[config.mk]
export PLATFORM = sky130hd
export DESIGN_NAME = turtle_line_plotter
export DESIGN_NICKNAME = d
export VERILOG_FILES = /design/src/hw/rtl/tlp_pkg.sv /design/src/hw/rtl/turtle_line_plotter.sv /design/src/hw/rtl/tlp_front.sv /design/src/hw/rtl/tlp_queue.sv /design/src/hw/rtl/tlp_back.sv
export SDC_FILE = /design/constraint.sdc
export NUM_CORES = 2
export LEC_CHECK = 0
export ABC_AREA = 1
export BUFFER_PORTS_ARGS = -buffer_cell sky130_fd_sc_hd__buf_2
export CAP_MARGIN = 20
export CORE_ASPECT_RATIO = 1.4
export CORE_MARGIN = 2
export CORE_UTILIZATION = 43
export CTS_CLUSTER_SIZE = 16
export DETAILED_ROUTE_END_ITERATION = 8
export MAX_ROUTING_LAYER = met4
export SYNTH_ARGS = -nofsm -noshare
export SYNTH_HDL_FRONTEND = slang
export SYNTH_HIERARCHICAL = 1
export SYNTH_SLANG_ARGS = --single-unit
[constraint.sdc]
create_clock -name clk -period 16 [get_ports clk]
set_input_delay 0.8 -clock clk [delete_from_list [all_inputs] [get_ports clk]]
set_output_delay 0.8 -clock clk [all_outputs]
set_load 0.01 [all_outputs]
[src/hw/rtl/tlp_pkg.sv]
`timescale 1ns / 1ps
// ----------------------------------------------------------------------------
// tlp_pkg - shared types and constants for the turtle line plotter
// Command record passed from the front end to the back end, op codes,
// default sizes and the quarter-wave sine table (Q1.15).
// ----------------------------------------------------------------------------
package tlp_pkg;

  // Input op codes
  localparam logic [1:0] OP_PLACE   = 2'd0;
  localparam logic [1:0] OP_FORWARD = 2'd1;
  localparam logic [1:0] OP_TURN    = 2'd2;

  localparam int DEF_SCREEN_COLS = 120;
  localparam int DEF_SCREEN_ROWS = 80;
  localparam int DEF_MAX_STEPS   = 63;

  localparam int QUEUE_DEPTH = 4;

  localparam int STEP_W = 6;   // step count 1..63
  localparam int DIV_W  = 24;  // |trig * length| >> 7 fits in 24 bits

  typedef enum logic [1:0] {
    CMD_PLACE,
    CMD_FORWARD,
    CMD_TURN
  } cmd_kind_t;

  typedef struct packed {
    cmd_kind_t          kind;
    logic signed [31:0] x;
    logic signed [31:0] y;
    logic [8:0]         heading;  // already reduced to 0..359
    logic [15:0]        length;
    logic [STEP_W-1:0]  steps;
    logic signed [9:0]  turn;
  } cmd_t;

  localparam logic [15:0] QUARTER_SINE [0:90] = '{
        16'd0,   16'd572,  16'd1144,  16'd1715,  16'd2286,
     16'd2856,  16'd3425,  16'd3993,  16'd4560,  16'd5126,
     16'd5690,  16'd6252,  16'd6813,  16'd7371,  16'd7927,
     16'd8481,  16'd9032,  16'd9580, 16'd10126, 16'd10668,
    16'd11207, 16'd11743, 16'd12275, 16'd12803, 16'd13328,
    16'd13848, 16'd14365, 16'd14876, 16'd15384, 16'd15886,
    16'd16384, 16'd16877, 16'd17364, 16'd17847, 16'd18324,
    16'd18795, 16'd19261, 16'd19720, 16'd20174, 16'd20622,
    16'd21063, 16'd21498, 16'd21926, 16'd22348, 16'd22763,
    16'd23170, 16'd23571, 16'd23965, 16'd24351, 16'd24730,
    16'd25102, 16'd25466, 16'd25822, 16'd26170, 16'd26510,
    16'd26842, 16'd27166, 16'd27482, 16'd27789, 16'd28088,
    16'd28378, 16'd28660, 16'd28932, 16'd29197, 16'd29452,
    16'd29698, 16'd29935, 16'd30163, 16'd30382, 16'd30592,
    16'd30792, 16'd30983, 16'd31164, 16'd31336, 16'd31499,
    16'd31651, 16'd31795, 16'd31928, 16'd32052, 16'd32166,
    16'd32270, 16'd32365, 16'd32449, 16'd32524, 16'd32588,
    16'd32643, 16'd32688, 16'd32723, 16'd32748, 16'd32763,
    16'd32767
  };

  // Sine of a heading in 0..359 degrees, Q1.15
  function automatic logic signed [15:0] sine_deg(input logic [8:0] d);
    logic [8:0] idx;
    logic       neg;
    begin
      if (d <= 9'd90) begin
        idx = d;
        neg = 1'b0;
      end else if (d <= 9'd180) begin
        idx = 9'd180 - d;
        neg = 1'b0;
      end else if (d <= 9'd270) begin
        idx = d - 9'd180;
        neg = 1'b1;
      end else begin
        idx = 9'd360 - d;
        neg = 1'b1;
      end
      sine_deg = neg ? -$signed(QUARTER_SINE[idx[6:0]])
                     : $signed(QUARTER_SINE[idx[6:0]]);
    end
  endfunction

endpackage

[src/hw/rtl/turtle_line_plotter.sv]
`timescale 1ns / 1ps
// ----------------------------------------------------------------------------
// turtle_line_plotter - turtle-graphics line plotter
// Place, turn and forward commands drive a Q16.16 turtle; each forward move
// is split into steps and every step boundary is sent out as a screen point.
// ----------------------------------------------------------------------------
//
//  channel   dir  handshake                 payload
//  s_axis    in   s_axis_tvalid/tready      tuser op, tdata command fields
//  m_axis    out  m_axis_tvalid/tready      tdata point, tuser on_screen,
//                                           tlast final point of a move
//
//  Place and turn are done in the executor's idle state; unused op codes are
//  dropped in the input stage. A forward move of n steps runs through lookup,
//  multiply, a one-bit-per-cycle divide by the step count, sign fix-up, then
//  n + 1 points at one per cycle while the output is not stalled.
//  A four-entry command queue sits between the input stage and the executor,
//  so input transfers keep being taken while points are sent out, until it fills.
//  Synchronous active-high reset puts the turtle at the origin facing zero
//  degrees and empties the queue. A stalled output holds the executor only.
//
module turtle_line_plotter #(
  parameter int SCREEN_COLS = tlp_pkg::DEF_SCREEN_COLS,
  parameter int SCREEN_ROWS = tlp_pkg::DEF_SCREEN_ROWS,
  parameter int MAX_STEPS   = tlp_pkg::DEF_MAX_STEPS
) (
  input  logic          clk,
  input  logic          rst,
  input  logic          s_axis_tvalid,
  output logic          s_axis_tready,
  // tdata, low bit up: place_x[31:0], place_y[63:32], place_heading[72:64],
  //   move_length[88:73], turn_degrees[98:89], zero pad[103:99]
  input  logic [103:0]  s_axis_tdata,
  // tuser: op[1:0]
  input  logic [1:0]    s_axis_tuser,
  output logic          m_axis_tvalid,
  input  logic          m_axis_tready,
  // tdata, low bit up: column[15:0], row[30:16], zero pad[31]
  output logic [31:0]   m_axis_tdata,
  // tuser: on_screen
  output logic          m_axis_tuser,
  output logic          m_axis_tlast
);

  logic               fe_valid;
  logic               fe_ready;
  tlp_pkg::cmd_t      fe_cmd;
  logic               q_valid;
  logic               q_ready;
  tlp_pkg::cmd_t      q_cmd;
  logic signed [15:0] column;
  logic signed [14:0] row;

  // input stage: decode and step count
  tlp_front #(
    .MAX_STEPS (MAX_STEPS)
  ) u_front (
    .clk           (clk),
    .rst           (rst),
    .in_valid      (s_axis_tvalid),
    .in_ready      (s_axis_tready),
    .op            (s_axis_tuser),
    .place_x       ($signed(s_axis_tdata[31:0])),
    .place_y       ($signed(s_axis_tdata[63:32])),
    .place_heading (s_axis_tdata[72:64]),
    .move_length   (s_axis_tdata[88:73]),
    .turn_degrees  ($signed(s_axis_tdata[98:89])),
    .cmd_valid     (fe_valid),
    .cmd_ready     (fe_ready),
    .cmd           (fe_cmd)
  );

  // decouples input stage from the executor
  tlp_queue u_queue (
    .clk      (clk),
    .rst      (rst),
    .wr_valid (fe_valid),
    .wr_ready (fe_ready),
    .wr_cmd   (fe_cmd),
    .rd_valid (q_valid),
    .rd_ready (q_ready),
    .rd_cmd   (q_cmd)
  );

  // executor: turtle state, divide, point generation
  tlp_back #(
    .SCREEN_COLS (SCREEN_COLS),
    .SCREEN_ROWS (SCREEN_ROWS)
  ) u_back (
    .clk       (clk),
    .rst       (rst),
    .cmd_valid (q_valid),
    .cmd_ready (q_ready),
    .cmd       (q_cmd),
    .out_valid (m_axis_tvalid),
    .out_ready (m_axis_tready),
    .column    (column),
    .row       (row),
    .on_screen (m_axis_tuser),
    .last      (m_axis_tlast)
  );

  assign m_axis_tdata = {1'b0, row, column};

`ifndef SYNTHESIS
  // a decoded command waiting on a full queue must not vanish
  a_front_hold: assert property (@(posedge clk) disable iff (rst)
    fe_valid && !fe_ready |=> fe_valid)
    else $error("front command dropped while queue full");

  // a forward move takes the executor out of its idle state
  a_forward_busy: assert property (@(posedge clk) disable iff (rst)
    q_valid && q_ready && (q_cmd.kind == tlp_pkg::CMD_FORWARD) |=> !q_ready)
    else $error("executor still idle after taking a forward move");

  // reset leaves no point pending
  a_reset_out: assert property (@(posedge clk)
    rst |=> !m_axis_tvalid)
    else $error("output valid after reset");
`endif

endmodule

[src/hw/rtl/tlp_front.sv]
`timescale 1ns / 1ps
// ----------------------------------------------------------------------------
// tlp_front - input stage
// Takes input transfers, drops unused op codes, reduces the place heading,
// works out the step count of a forward move and holds one command.
// ----------------------------------------------------------------------------
module tlp_front #(
  parameter int MAX_STEPS = tlp_pkg::DEF_MAX_STEPS
) (
  input  logic                clk,
  input  logic                rst,
  input  logic                in_valid,
  output logic                in_ready,
  input  logic [1:0]          op,
  input  logic signed [31:0]  place_x,
  input  logic signed [31:0]  place_y,
  input  logic [8:0]          place_heading,
  input  logic [15:0]         move_length,
  input  logic signed [9:0]   turn_degrees,
  output logic                cmd_valid,
  input  logic                cmd_ready,
  output tlp_pkg::cmd_t       cmd
);

  localparam logic [8:0] STEP_LIM = 9'(MAX_STEPS);

  tlp_pkg::cmd_t cmd_next;
  logic          op_known;
  logic [8:0]    raw_steps;

  assign in_ready = !cmd_valid || cmd_ready;

  always_comb begin
    cmd_next         = '0;
    op_known         = 1'b1;
    raw_steps        = move_length[15:7];
    cmd_next.x       = place_x;
    cmd_next.y       = place_y;
    cmd_next.length  = move_length;
    cmd_next.turn    = turn_degrees;
    cmd_next.heading = (place_heading >= 9'd360) ? place_heading - 9'd360 : place_heading;
    if (raw_steps == 9'd0) begin
      cmd_next.steps = tlp_pkg::STEP_W'(1);
    end else if (raw_steps > STEP_LIM) begin
      cmd_next.steps = STEP_LIM[tlp_pkg::STEP_W-1:0];
    end else begin
      cmd_next.steps = raw_steps[tlp_pkg::STEP_W-1:0];
    end
    case (op)
      tlp_pkg::OP_PLACE:   cmd_next.kind = tlp_pkg::CMD_PLACE;
      tlp_pkg::OP_FORWARD: cmd_next.kind = tlp_pkg::CMD_FORWARD;
      tlp_pkg::OP_TURN:    cmd_next.kind = tlp_pkg::CMD_TURN;
      default: begin
        cmd_next.kind = tlp_pkg::CMD_PLACE;
        op_known      = 1'b0;
      end
    endcase
  end

  always_ff @(posedge clk) begin
    if (rst) begin
      cmd_valid <= 1'b0;
    end else if (in_ready) begin
      // unused op code: transfer taken, nothing forwarded
      cmd_valid <= in_valid && op_known;
    end
    if (in_ready && in_valid) begin
      cmd <= cmd_next;
    end
  end

endmodule

[src/hw/rtl/tlp_queue.sv]
`timescale 1ns / 1ps
// ----------------------------------------------------------------------------
// tlp_queue - command queue
// Small FIFO of decoded commands between front and back end.
// ----------------------------------------------------------------------------
module tlp_queue (
  input  logic          clk,
  input  logic          rst,
  input  logic          wr_valid,
  output logic          wr_ready,
  input  tlp_pkg::cmd_t wr_cmd,
  output logic          rd_valid,
  input  logic          rd_ready,
  output tlp_pkg::cmd_t rd_cmd
);

  localparam int PTR_W = $clog2(tlp_pkg::QUEUE_DEPTH);
  localparam int CNT_W = $clog2(tlp_pkg::QUEUE_DEPTH + 1);
  localparam logic [CNT_W-1:0] FULL = CNT_W'(tlp_pkg::QUEUE_DEPTH);

  tlp_pkg::cmd_t     slots [tlp_pkg::QUEUE_DEPTH];
  logic [PTR_W-1:0]  wr_ptr;
  logic [PTR_W-1:0]  rd_ptr;
  logic [CNT_W-1:0]  count;
  logic              push;
  logic              pop;

  assign wr_ready = (count != FULL);
  assign rd_valid = (count != '0);
  assign rd_cmd   = slots[rd_ptr];
  assign push     = wr_valid && wr_ready;
  assign pop      = rd_valid && rd_ready;

  always_ff @(posedge clk) begin
    if (rst) begin
      wr_ptr <= '0;
      rd_ptr <= '0;
      count  <= '0;
    end else begin
      if (push) begin
        wr_ptr <= wr_ptr + PTR_W'(1);
      end
      if (pop) begin
        rd_ptr <= rd_ptr + PTR_W'(1);
      end
      if (push && !pop) begin
        count <= count + CNT_W'(1);
      end else if (pop && !push) begin
        count <= count - CNT_W'(1);
      end
    end
    if (push) begin
      slots[wr_ptr] <= wr_cmd;
    end
  end

endmodule

[src/hw/rtl/tlp_back.sv]
`timescale 1ns / 1ps
// ----------------------------------------------------------------------------
// tlp_back - command executor
// Holds position and heading, runs place and turn, and for a forward move
// looks up sine/cosine, multiplies, divides by the step count bit-serially
// and emits the points through an output register.
// ----------------------------------------------------------------------------
module tlp_back #(
  parameter int SCREEN_COLS = tlp_pkg::DEF_SCREEN_COLS,
  parameter int SCREEN_ROWS = tlp_pkg::DEF_SCREEN_ROWS
) (
  input  logic               clk,
  input  logic               rst,
  input  logic               cmd_valid,
  output logic               cmd_ready,
  input  tlp_pkg::cmd_t      cmd,
  output logic               out_valid,
  input  logic               out_ready,
  output logic signed [15:0] column,
  output logic signed [14:0] row,
  output logic               on_screen,
  output logic               last
);

  localparam int SW = tlp_pkg::STEP_W;
  localparam int DW = tlp_pkg::DIV_W;
  localparam int BC_W = $clog2(DW);
  localparam logic [15:0] COLS_LIM = 16'(SCREEN_COLS);
  localparam logic [14:0] ROWS_LIM = 15'(SCREEN_ROWS);

  typedef enum logic [2:0] {
    ST_IDLE,
    ST_MUL,
    ST_DIV,
    ST_SIGN,
    ST_EMIT
  } state_t;

  state_t             state;
  logic signed [31:0] pos_x;
  logic signed [31:0] pos_y;
  logic [8:0]         heading;
  logic signed [15:0] trig_c;
  logic signed [15:0] trig_s;
  logic [15:0]        len;
  logic [SW-1:0]      steps;
  logic               neg_x;
  logic               neg_y;
  logic [DW-1:0]      divd_x;
  logic [DW-1:0]      divd_y;
  logic [SW-1:0]      rem_x;
  logic [SW-1:0]      rem_y;
  logic [BC_W-1:0]    bit_cnt;
  logic signed [31:0] dx;
  logic signed [31:0] dy;
  logic [SW-1:0]      pt_cnt;

  // combinational helpers
  logic [8:0]         cos_deg;
  logic signed [32:0] prod_x;
  logic signed [32:0] prod_y;
  logic [32:0]        mag_x;
  logic [32:0]        mag_y;
  logic [SW:0]        sh_x;
  logic [SW:0]        sh_y;
  logic               ge_x;
  logic               ge_y;
  logic signed [10:0] turn_sum;
  logic [8:0]         turn_head;
  logic signed [15:0] col_pt;
  logic signed [15:0] ry_pt;
  logic signed [15:0] row_half;
  logic               load;

  function automatic logic signed [15:0] round_unit(input logic signed [31:0] p);
    logic [31:0] mag;
    logic [32:0] sum;
    logic [16:0] r;
    begin
      mag = p[31] ? (~p + 32'd1) : p;
      sum = {1'b0, mag} + 33'h8000;
      r   = sum[32:16];
      if (!p[31]) begin
        round_unit = (r > 17'd32767) ? 16'sh7FFF : $signed(r[15:0]);
      end else begin
        round_unit = $signed(r[15:0] ^ 16'hFFFF) + 16'sd1;  // r <= 32768
      end
    end
  endfunction

  function automatic logic signed [31:0] sat_add(input logic signed [31:0] a,
                                                  input logic signed [31:0] b);
    logic signed [32:0] s;
    begin
      s = {a[31], a} + {b[31], b};
      if (s[32] != s[31]) begin
        sat_add = s[32] ? 32'sh8000_0000 : 32'sh7FFF_FFFF;
      end else begin
        sat_add = s[31:0];
      end
    end
  endfunction

  assign cmd_ready = (state == ST_IDLE);
  assign load      = !out_valid || out_ready;

  always_comb begin
    cos_deg   = (heading >= 9'd270) ? heading - 9'd270 : heading + 9'd90;
    prod_x    = trig_c * $signed({1'b0, len});
    prod_y    = trig_s * $signed({1'b0, len});
    mag_x     = prod_x[32] ? 33'(-prod_x) : prod_x;
    mag_y     = prod_y[32] ? 33'(-prod_y) : prod_y;
    sh_x      = {rem_x, divd_x[DW-1]};
    sh_y      = {rem_y, divd_y[DW-1]};
    ge_x      = (sh_x >= {1'b0, steps});
    ge_y      = (sh_y >= {1'b0, steps});
    // sum spans -512..870, so up to two wraps either way
    turn_sum  = $signed({2'b00, heading}) + 11'(cmd.turn);
    if (turn_sum < -11'sd360) begin
      turn_sum = turn_sum + 11'sd720;
    end else if (turn_sum < 0) begin
      turn_sum = turn_sum + 11'sd360;
    end else if (turn_sum >= 11'sd720) begin
      turn_sum = turn_sum - 11'sd720;
    end else if (turn_sum >= 11'sd360) begin
      turn_sum = turn_sum - 11'sd360;
    end
    turn_head = turn_sum[8:0];
    col_pt    = round_unit(pos_x);
    ry_pt     = round_unit(pos_y);
    row_half  = (ry_pt + $signed({15'd0, ry_pt[15]})) >>> 1;  // toward zero
  end

  always_ff @(posedge clk) begin
    if (rst) begin
      state     <= ST_IDLE;
      pos_x     <= '0;
      pos_y     <= '0;
      heading   <= '0;
      out_valid <= 1'b0;
    end else begin
      if ((state == ST_EMIT) && load) begin
        out_valid <= 1'b1;
      end else if (out_ready) begin
        out_valid <= 1'b0;
      end
      case (state)
        ST_IDLE: begin
          if (cmd_valid) begin
            case (cmd.kind)
              tlp_pkg::CMD_PLACE: begin
                pos_x   <= cmd.x;
                pos_y   <= cmd.y;
                heading <= cmd.heading;
              end
              tlp_pkg::CMD_TURN: begin
                heading <= turn_head;
              end
              tlp_pkg::CMD_FORWARD: begin
                trig_c <= tlp_pkg::sine_deg(cos_deg);
                trig_s <= tlp_pkg::sine_deg(heading);
                len    <= cmd.length;
                steps  <= cmd.steps;
                state  <= ST_MUL;
              end
              default: ;
            endcase
          end
        end
        ST_MUL: begin
          // dividing by 128 first, then by steps, truncates the same way
          neg_x   <= prod_x[32];
          neg_y   <= prod_y[32];
          divd_x  <= mag_x[DW+6:7];
          divd_y  <= mag_y[DW+6:7];
          rem_x   <= '0;
          rem_y   <= '0;
          bit_cnt <= BC_W'(DW - 1);
          state   <= ST_DIV;
        end
        ST_DIV: begin
          rem_x   <= ge_x ? SW'(sh_x - {1'b0, steps}) : sh_x[SW-1:0];
          rem_y   <= ge_y ? SW'(sh_y - {1'b0, steps}) : sh_y[SW-1:0];
          divd_x  <= {divd_x[DW-2:0], ge_x};
          divd_y  <= {divd_y[DW-2:0], ge_y};
          bit_cnt <= bit_cnt - BC_W'(1);
          if (bit_cnt == '0) begin
            state <= ST_SIGN;
          end
        end
        ST_SIGN: begin
          dx     <= neg_x ? -$signed(32'(divd_x)) : $signed(32'(divd_x));
          dy     <= neg_y ? -$signed(32'(divd_y)) : $signed(32'(divd_y));
          pt_cnt <= '0;
          state  <= ST_EMIT;
        end
        ST_EMIT: begin
          if (load) begin
            column    <= col_pt;
            row       <= row_half[14:0];
            on_screen <= !col_pt[15] && ($unsigned(col_pt) < COLS_LIM) &&
                         !row_half[15] && ($unsigned(row_half[14:0]) < ROWS_LIM);
            last      <= (pt_cnt == steps);
            if (pt_cnt == steps) begin
              state <= ST_IDLE;
            end else begin
              pos_x  <= sat_add(pos_x, dx);
              pos_y  <= sat_add(pos_y, dy);
              pt_cnt <= pt_cnt + SW'(1);
            end
          end
        end
        default: state <= ST_IDLE;
      endcase
    end
  end

endmodule

## Yosys cells after proc, flatten, opt, wreduce, memory -nomap -nowiden

Memories as Yosys holds them, arrays and structs flattened. A register that Yosys moved wholly into a read port is not among the register bits.
Index checks and enable logic that the tools add are counted.

- Add/sub/neg operators: 37
- Multipliers: 2
- Div/mod/pow operators: 0
- Order comparisons: 21
- Equal/unequal tests: 19
- Shift-type cells: 0
- Muxes and demuxes: 90
- Bitwise logic cells: 7
- Reductions and logical operators: 41

Operator list:

| operator | number |
|---|---|
| 32-bit 2-to-1 mux | 14 |
| 16-bit 2-to-1 mux | 10 |
| 32-bit case mux with 2 select lines | 2 |
| 7-bit 2-to-1 mux | 14 |
| 24-bit case mux with 2 select lines | 2 |
| 32-bit by 16-bit adder with 33-bit output (second input constant) | 2 |
| 32-bit by 32-bit adder with 33-bit output | 2 |
| 16-bit by 17-bit multiplier with 33-bit output | 2 |
| 32-bit by 1-bit adder with 32-bit output (second input constant) | 2 |
| 24-bit negator with 32-bit output | 2 |
| 32-bit NOT | 2 |
| 31-bit 2-to-1 mux | 2 |
| 31-bit negator | 2 |
| 9-bit 2-to-1 mux | 6 |
| 24-bit 2-to-1 mux | 2 |
| 6-bit case mux with 2 select lines | 3 |
| 9-bit subtractor (second input constant) | 4 |
| 17-bit by 15-bit greater-than comparator with 1-bit output (second input constant) | 2 |
| 16-bit by 2-bit adder with 16-bit output (second input constant) | 2 |
| 16-bit negator | 2 |
| 16-bit NOT | 2 |
| 6-bit 2-to-1 mux | 5 |
| 3-bit 2-to-1 mux | 7 |
| 9-bit adder (second input constant) | 2 |
| 58 further kinds | 122 |

- Bits in registers: 416
- Bits in latches: 0
- RAM bits: 428
- Bits in read-only memories: 4096
- Bits of input ports: 110
- Memories: 3

Memory list:

| name | words | bits a word | rd ports | clocked after memory_dff | wr ports | line | text |
|---|---|---|---|---|---|---|---|
| (name not given) | 128 | 16 | 1 | 0 | 0 | tlp_pkg.sv:79 | `sine_deg = neg ? -$signed(QUARTER_SINE[idx[6:0]])` |
| (name not given) | 128 | 16 | 1 | 0 | 0 | tlp_pkg.sv:79 |  |
| u_queue.slots | 4 | 107 | 1 | 1 | 1 | tlp_queue.sv:21 | `tlp_pkg::cmd_t slots [tlp_pkg::QUEUE_DEPTH];` |

## Longest topological paths before layout

- Depth after elaboration: 16
- Gate-level depth with buffers: 41

## Cells and area by module

The synthesis kept the hierarchy.

By module, submodules not included:

| module | instances | cells an instance | area each (um2) |
|---|---|---|---|
| tlp_back | 1 | 6620 | 45750.1 |
| tlp_queue | 1 | 1103 | 16331.9 |
| tlp_front | 1 | 183 | 3582.2 |
| turtle_line_plotter | 1 | 2 | 11.3 |

## Worst setup path after synthesis

OpenSTA, ideal clock, no wires.

- Kind: input port to flip-flop
- Start: input s_axis_tvalid
- End: register u_front/cmd[0] (netlist name), enable pin
- Setup time: 738 ps
- Arrival time: 8549 ps
- Required time: 15262 ps
- Path slack: 6713 ps
- Stages on the path: 1
- Path buffers: 0
- Cells stage by stage: a21boi_0

- Cells in the longest elaborated chain, start to end: 1

RTL lines:

| item | line | text |
|---|---|---|
| from (decl) | turtle_line_plotter.sv:29 | `input logic s_axis_tvalid,` |
| 1-bit logical AND | tlp_front.sv:67 | `if (in_ready && in_valid) begin` |
| to (signal assigned) | tlp_front.sv:68 | `cmd <= cmd_next;` |
| to (decl) | tlp_front.sv:22 | `output tlp_pkg::cmd_t cmd` |

Every way passes these cells.
A chain may end at the register's enable or synchronous reset.

## Worst setup path in the final report

- Start: register u_back.trig_s[9]
- End: register u_back.divd_y[15], data pin

- Cells in the longest elaborated chain, start to end: 4

RTL lines:

| item | line | text |
|---|---|---|
| from (decl) | tlp_back.sv:44 | `logic signed [15:0] trig_s;` |
| from (signal assigned) | tlp_back.sv:161 | `trig_s <= tlp_pkg::sine_deg(heading);` |
| 16-bit by 17-bit multiplier with 33-bit output (*) | tlp_back.sv:110 | `prod_y = trig_s * $signed({1'b0, len});` |
| 31-bit negator | tlp_back.sv:112 | `mag_y = prod_y[32] ? 33'(-prod_y) : prod_y;` |
| 31-bit 2-to-1 mux (*) | tlp_back.sv:112 |  |
| 24-bit case mux with 2 select lines (*) | tlp_back.sv:147 | `case (state)` |
| to (signal assigned) | tlp_back.sv:175 | `divd_y <= mag_y[DW+6:7];` |
| to (signal assigned) | tlp_back.sv:185 | `divd_y <= {divd_y[DW-2:0], ge_y};` |
| to (decl) | tlp_back.sv:50 | `logic [DW-1:0] divd_y;` |

Every way passes the cells marked *; elsewhere a longest branch is shown, timed or not.

==> results.toml <==
[status]
status = "finished, final reports clean"

[worst_setup_path]
crit_slowest_cell = "edfxtp_1"
slowest_delay_ns = 0.79
crit_required_ns = 16.45
critical_path_class = "flop to flop"
arrival_ns = 8.49
cp_num_buf_inv = 5
cp-end-kind = "flop"
r2r_slack_ns = 7.96
cp_max_fo = 31
r2r-end = "u_back/divd_y[15]"
worstSetupStartpointType = "flop"
critPathTopFamily = "adder cells"
reg2regPathDepth = 30
r2r_start = "u_back/trig_s[9]"

[sta]
setup-violations-final = 0
drv_slew = 0
slew_headroom = 0.3113
tightest_slew_ns = 1.022
maxClockFrequency_mhz = 124.3
layout_min_cycle_time_ns = 8.043
fin_crit_sh = 0.5027
rsz0062_at_grt = "false"
fin_tns_setup_ns = 0
final-hold-violation-count = 0
clock_skew_ns = 0.04435

[place]
dp_hpwl_microns = 129100
io_buffer_count = 139
placed_cells = 9764
place_congestion = 0.9419

[drt]
drtAntennaViolNets = 0
viasPerCell = 5.219
post_drt_wl_per_cell_microns = 17.72
dr.pass1.iters = 6
totalWireLength_microns = 175900
first_iter_violations = 3228
route.detailed.drc = 0
route.vias.total = 51827

[cts]
clk_pin_slew_worst_paths_ns = 0.08
htree_num_levels = 3
hold_buffers = 0
cts_root_buf = "clkbuf_16"
post-cts-setup-buffers = 0
cts_tree = "built"
insertion_delay_ns = 0.71
cts_resized = 0
cts_num_sinks = 846
cts_buffers = 87
cts_max_path_buffers = 3

[floorplanning]
ios = 146
die_area_sq_um = 155900
die_w_microns = 334.3
core_sq_um = 151600
initial_core_util = 0.4332
die_h_microns = 466.4
num_rows = 169

[grt]
overflow = 0
grt_max_degree = 181
grt_pass1_wl_microns = 278600
grt_pass1_vias = 51983
antenna_found_initial = 2
grt_usage = 0.2317

[logic_synthesis]
synth-edff-count = 759
synth.most_common_cell = "nand2_1"
ys_ff_latch = 846
synth.yosys.seq_area_share = 0.3736
synth_ff_type = "edfxtp_1"
synth_top_area_share = 0.3470
synth_commonest_cells = "nand2_1, inv_1, nor2_1"
netlist_area_sq_um = 65680
synth_top_area_cell = "edfxtp_1"
synth.net_count = 8820
ys_warn_count = 6
synthCells = 7908
synth_area_per_cell_sq_um = 8.305
async_flop_share = 0
synth.area.top_cells = "edfxtp_1, fa_1, nand2_1, ha_1, inv_1"
yosysUniqueCellTypes = 72

[final_layout]
drive_gt1_frac = 0.05777
nNetsFinal = 8802
areaGrowthSynthToFinish_pct = 8.167
stdcell_count = 9930
fill_cells = 14615

[min_path]
hold_path.startpoint = "s_axis_tdata[30]"
worst_hold_path_type = "input pin to flop"
min_to = "u_front/cmd[103]"
whs_path_depth = 1

[job]
max-cap-violations = 0
[cells in the final DEF (no fill, tap or decap), types with 10 or more instances in the layout]
| cell | netlist | final |
|---|---|---|
| buf_4 | 11 | 63 |
| nand3_1 | 385 | 385 |
| a31oi_1 | 26 | 26 |
| nor4_1 | 21 | 20 |
| clkbuf_1 | 226 | 15 |
| ha_1 | 406 | 406 |
| inv_1 | 1269 | 1269 |
| clkinv_2 | 0 | 15 |
| o31ai_1 | 10 | 10 |
| nand2_1 | 1859 | 1859 |
| o211ai_1 | 32 | 32 |
| inv_2 | 14 | 15 |
| edfxtp_1 | 759 | 759 |
| fa_1 | 396 | 396 |
| o21ai_0 | 484 | 483 |
| xor2_1 | 175 | 174 |
| a211oi_1 | 13 | 13 |
| xnor2_1 | 74 | 74 |
| nand4_1 | 52 | 52 |
| nand2_2 | 17 | 17 |
| nor2_1 | 839 | 832 |
| or2_2 | 22 | 22 |
| nor3_1 | 59 | 58 |
| dfxtp_1 | 87 | 84 |
| nor2_2 | 10 | 11 |
| buf_2 | 39 | 139 |
| o21bai_1 | 11 | 11 |
| o21a_1 | 11 | 11 |
| clkbuf_16 | 0 | 89 |
| o21ai_1 | 29 | 29 |
| o22ai_1 | 114 | 113 |
| nor2_4 | 4 | 10 |
| nand3b_1 | 28 | 28 |
| a21oi_1 | 305 | 303 |
| bufinv_16 | 0 | 11 |
[worst max path at each step]
stage	start	endpoint	slack [ns]	cells past startpoint
3_3_place_gp	u_back/trig_s[6]	u_back/divd_y[15]	7.95	29
5_1_grt	u_back/trig_s[9]	u_back/divd_y[15]	7.33	30
6_report	u_back/trig_s[9]	u_back/divd_y[15]	7.96	30
2_1_floorplan	s_axis_tvalid	u_front/cmd[0]	6.71	1
4_1_cts	u_back/len[5]	u_back/divd_y[15]	7.91	30
3_5_place_dp	u_back/len[5]	u_back/divd_y[15]	7.88	30
[cell families after synthesis]
family | after synthesis | synth area share
AO/OA/AOI/OAI | 1083 | 0.09112
XOR/XNOR | 251 | 0.03370
adder cells (fa/ha/maj) | 802 | 0.1981
buffers and inverters | 1603 | 0.09638
flip-flops | 846 | 0.3736
other | 1 | 0.00005710
AND/OR/NAND/NOR | 3322 | 0.2071
[final cells by class]
type / count / area, sq um / share of cell area
Inverter: 1291 / 4856 / 0.06836
Clock buffer: 107 / 2325 / 0.03272
Clock inverter: 54 / 701.9 / 0.009881
Sequential cell: 846 / 24540 / 0.3455
Tap cell: 1966 / 2460 / 0.03463
Multi-Input combinational cell: 5459 / 34920 / 0.4916
Antenna cell: 2 / 5.005 / 0.00007045
Timing Repair Buffer: 205 / 1227 / 0.01728
[per-stage QoR]
step	hold slack, ns	cell area, sq um	utilization	setup slack, ns
2_1_floorplan	0.4510	65680	-	6.713
3_3_place_gp	0.4651	67960	0.4483	7.945
3_5_place_dp	0.4690	67960	0.4483	7.878
4_1_cts	0.2104	70990	0.4682	7.914
5_1_grt	0.2420	71040	0.4685	7.330
6_report	0.2724	71040	0.4686	7.957
[flip-flops by register name, summed over array words and instances (netlist names), 3 cells and up, named ones only]
register / flops
u_back/dy: 32
u_back/row: 15
u_back/pos_y: 32
u_back/pt_cnt: 6
u_back/rem_x: 6
u_back/column: 16
u_back/bit_cnt: 5
u_back/trig_s: 16
u_back/pos_x: 32
u_back/divd_x: 24
u_back/state: 3
u_queue/slots: 428
u_back/len: 16
u_back/dx: 32
u_back/trig_c: 16
u_back/rem_y: 6
u_back/divd_y: 24
u_back/steps: 6
u_back/heading: 9
u_queue/count: 3
u_front/cmd: 107
[routing by layer]
metal | vias to the layer above | track usage | routed length (microns)
met1 | 24964 | 0.2602 | 70160
met3 | 337 | 0.02109 | 6512
met4 | 0 | 0.08954 | 6623
li1 | 25371 | - | -
met2 | 1155 | 0.4234 | 92620
met5 | - | - | 0
Power is left out: the tool's default activity adds up to more than one toggle a clock period on the data nets, which glitch-free logic cannot reach.
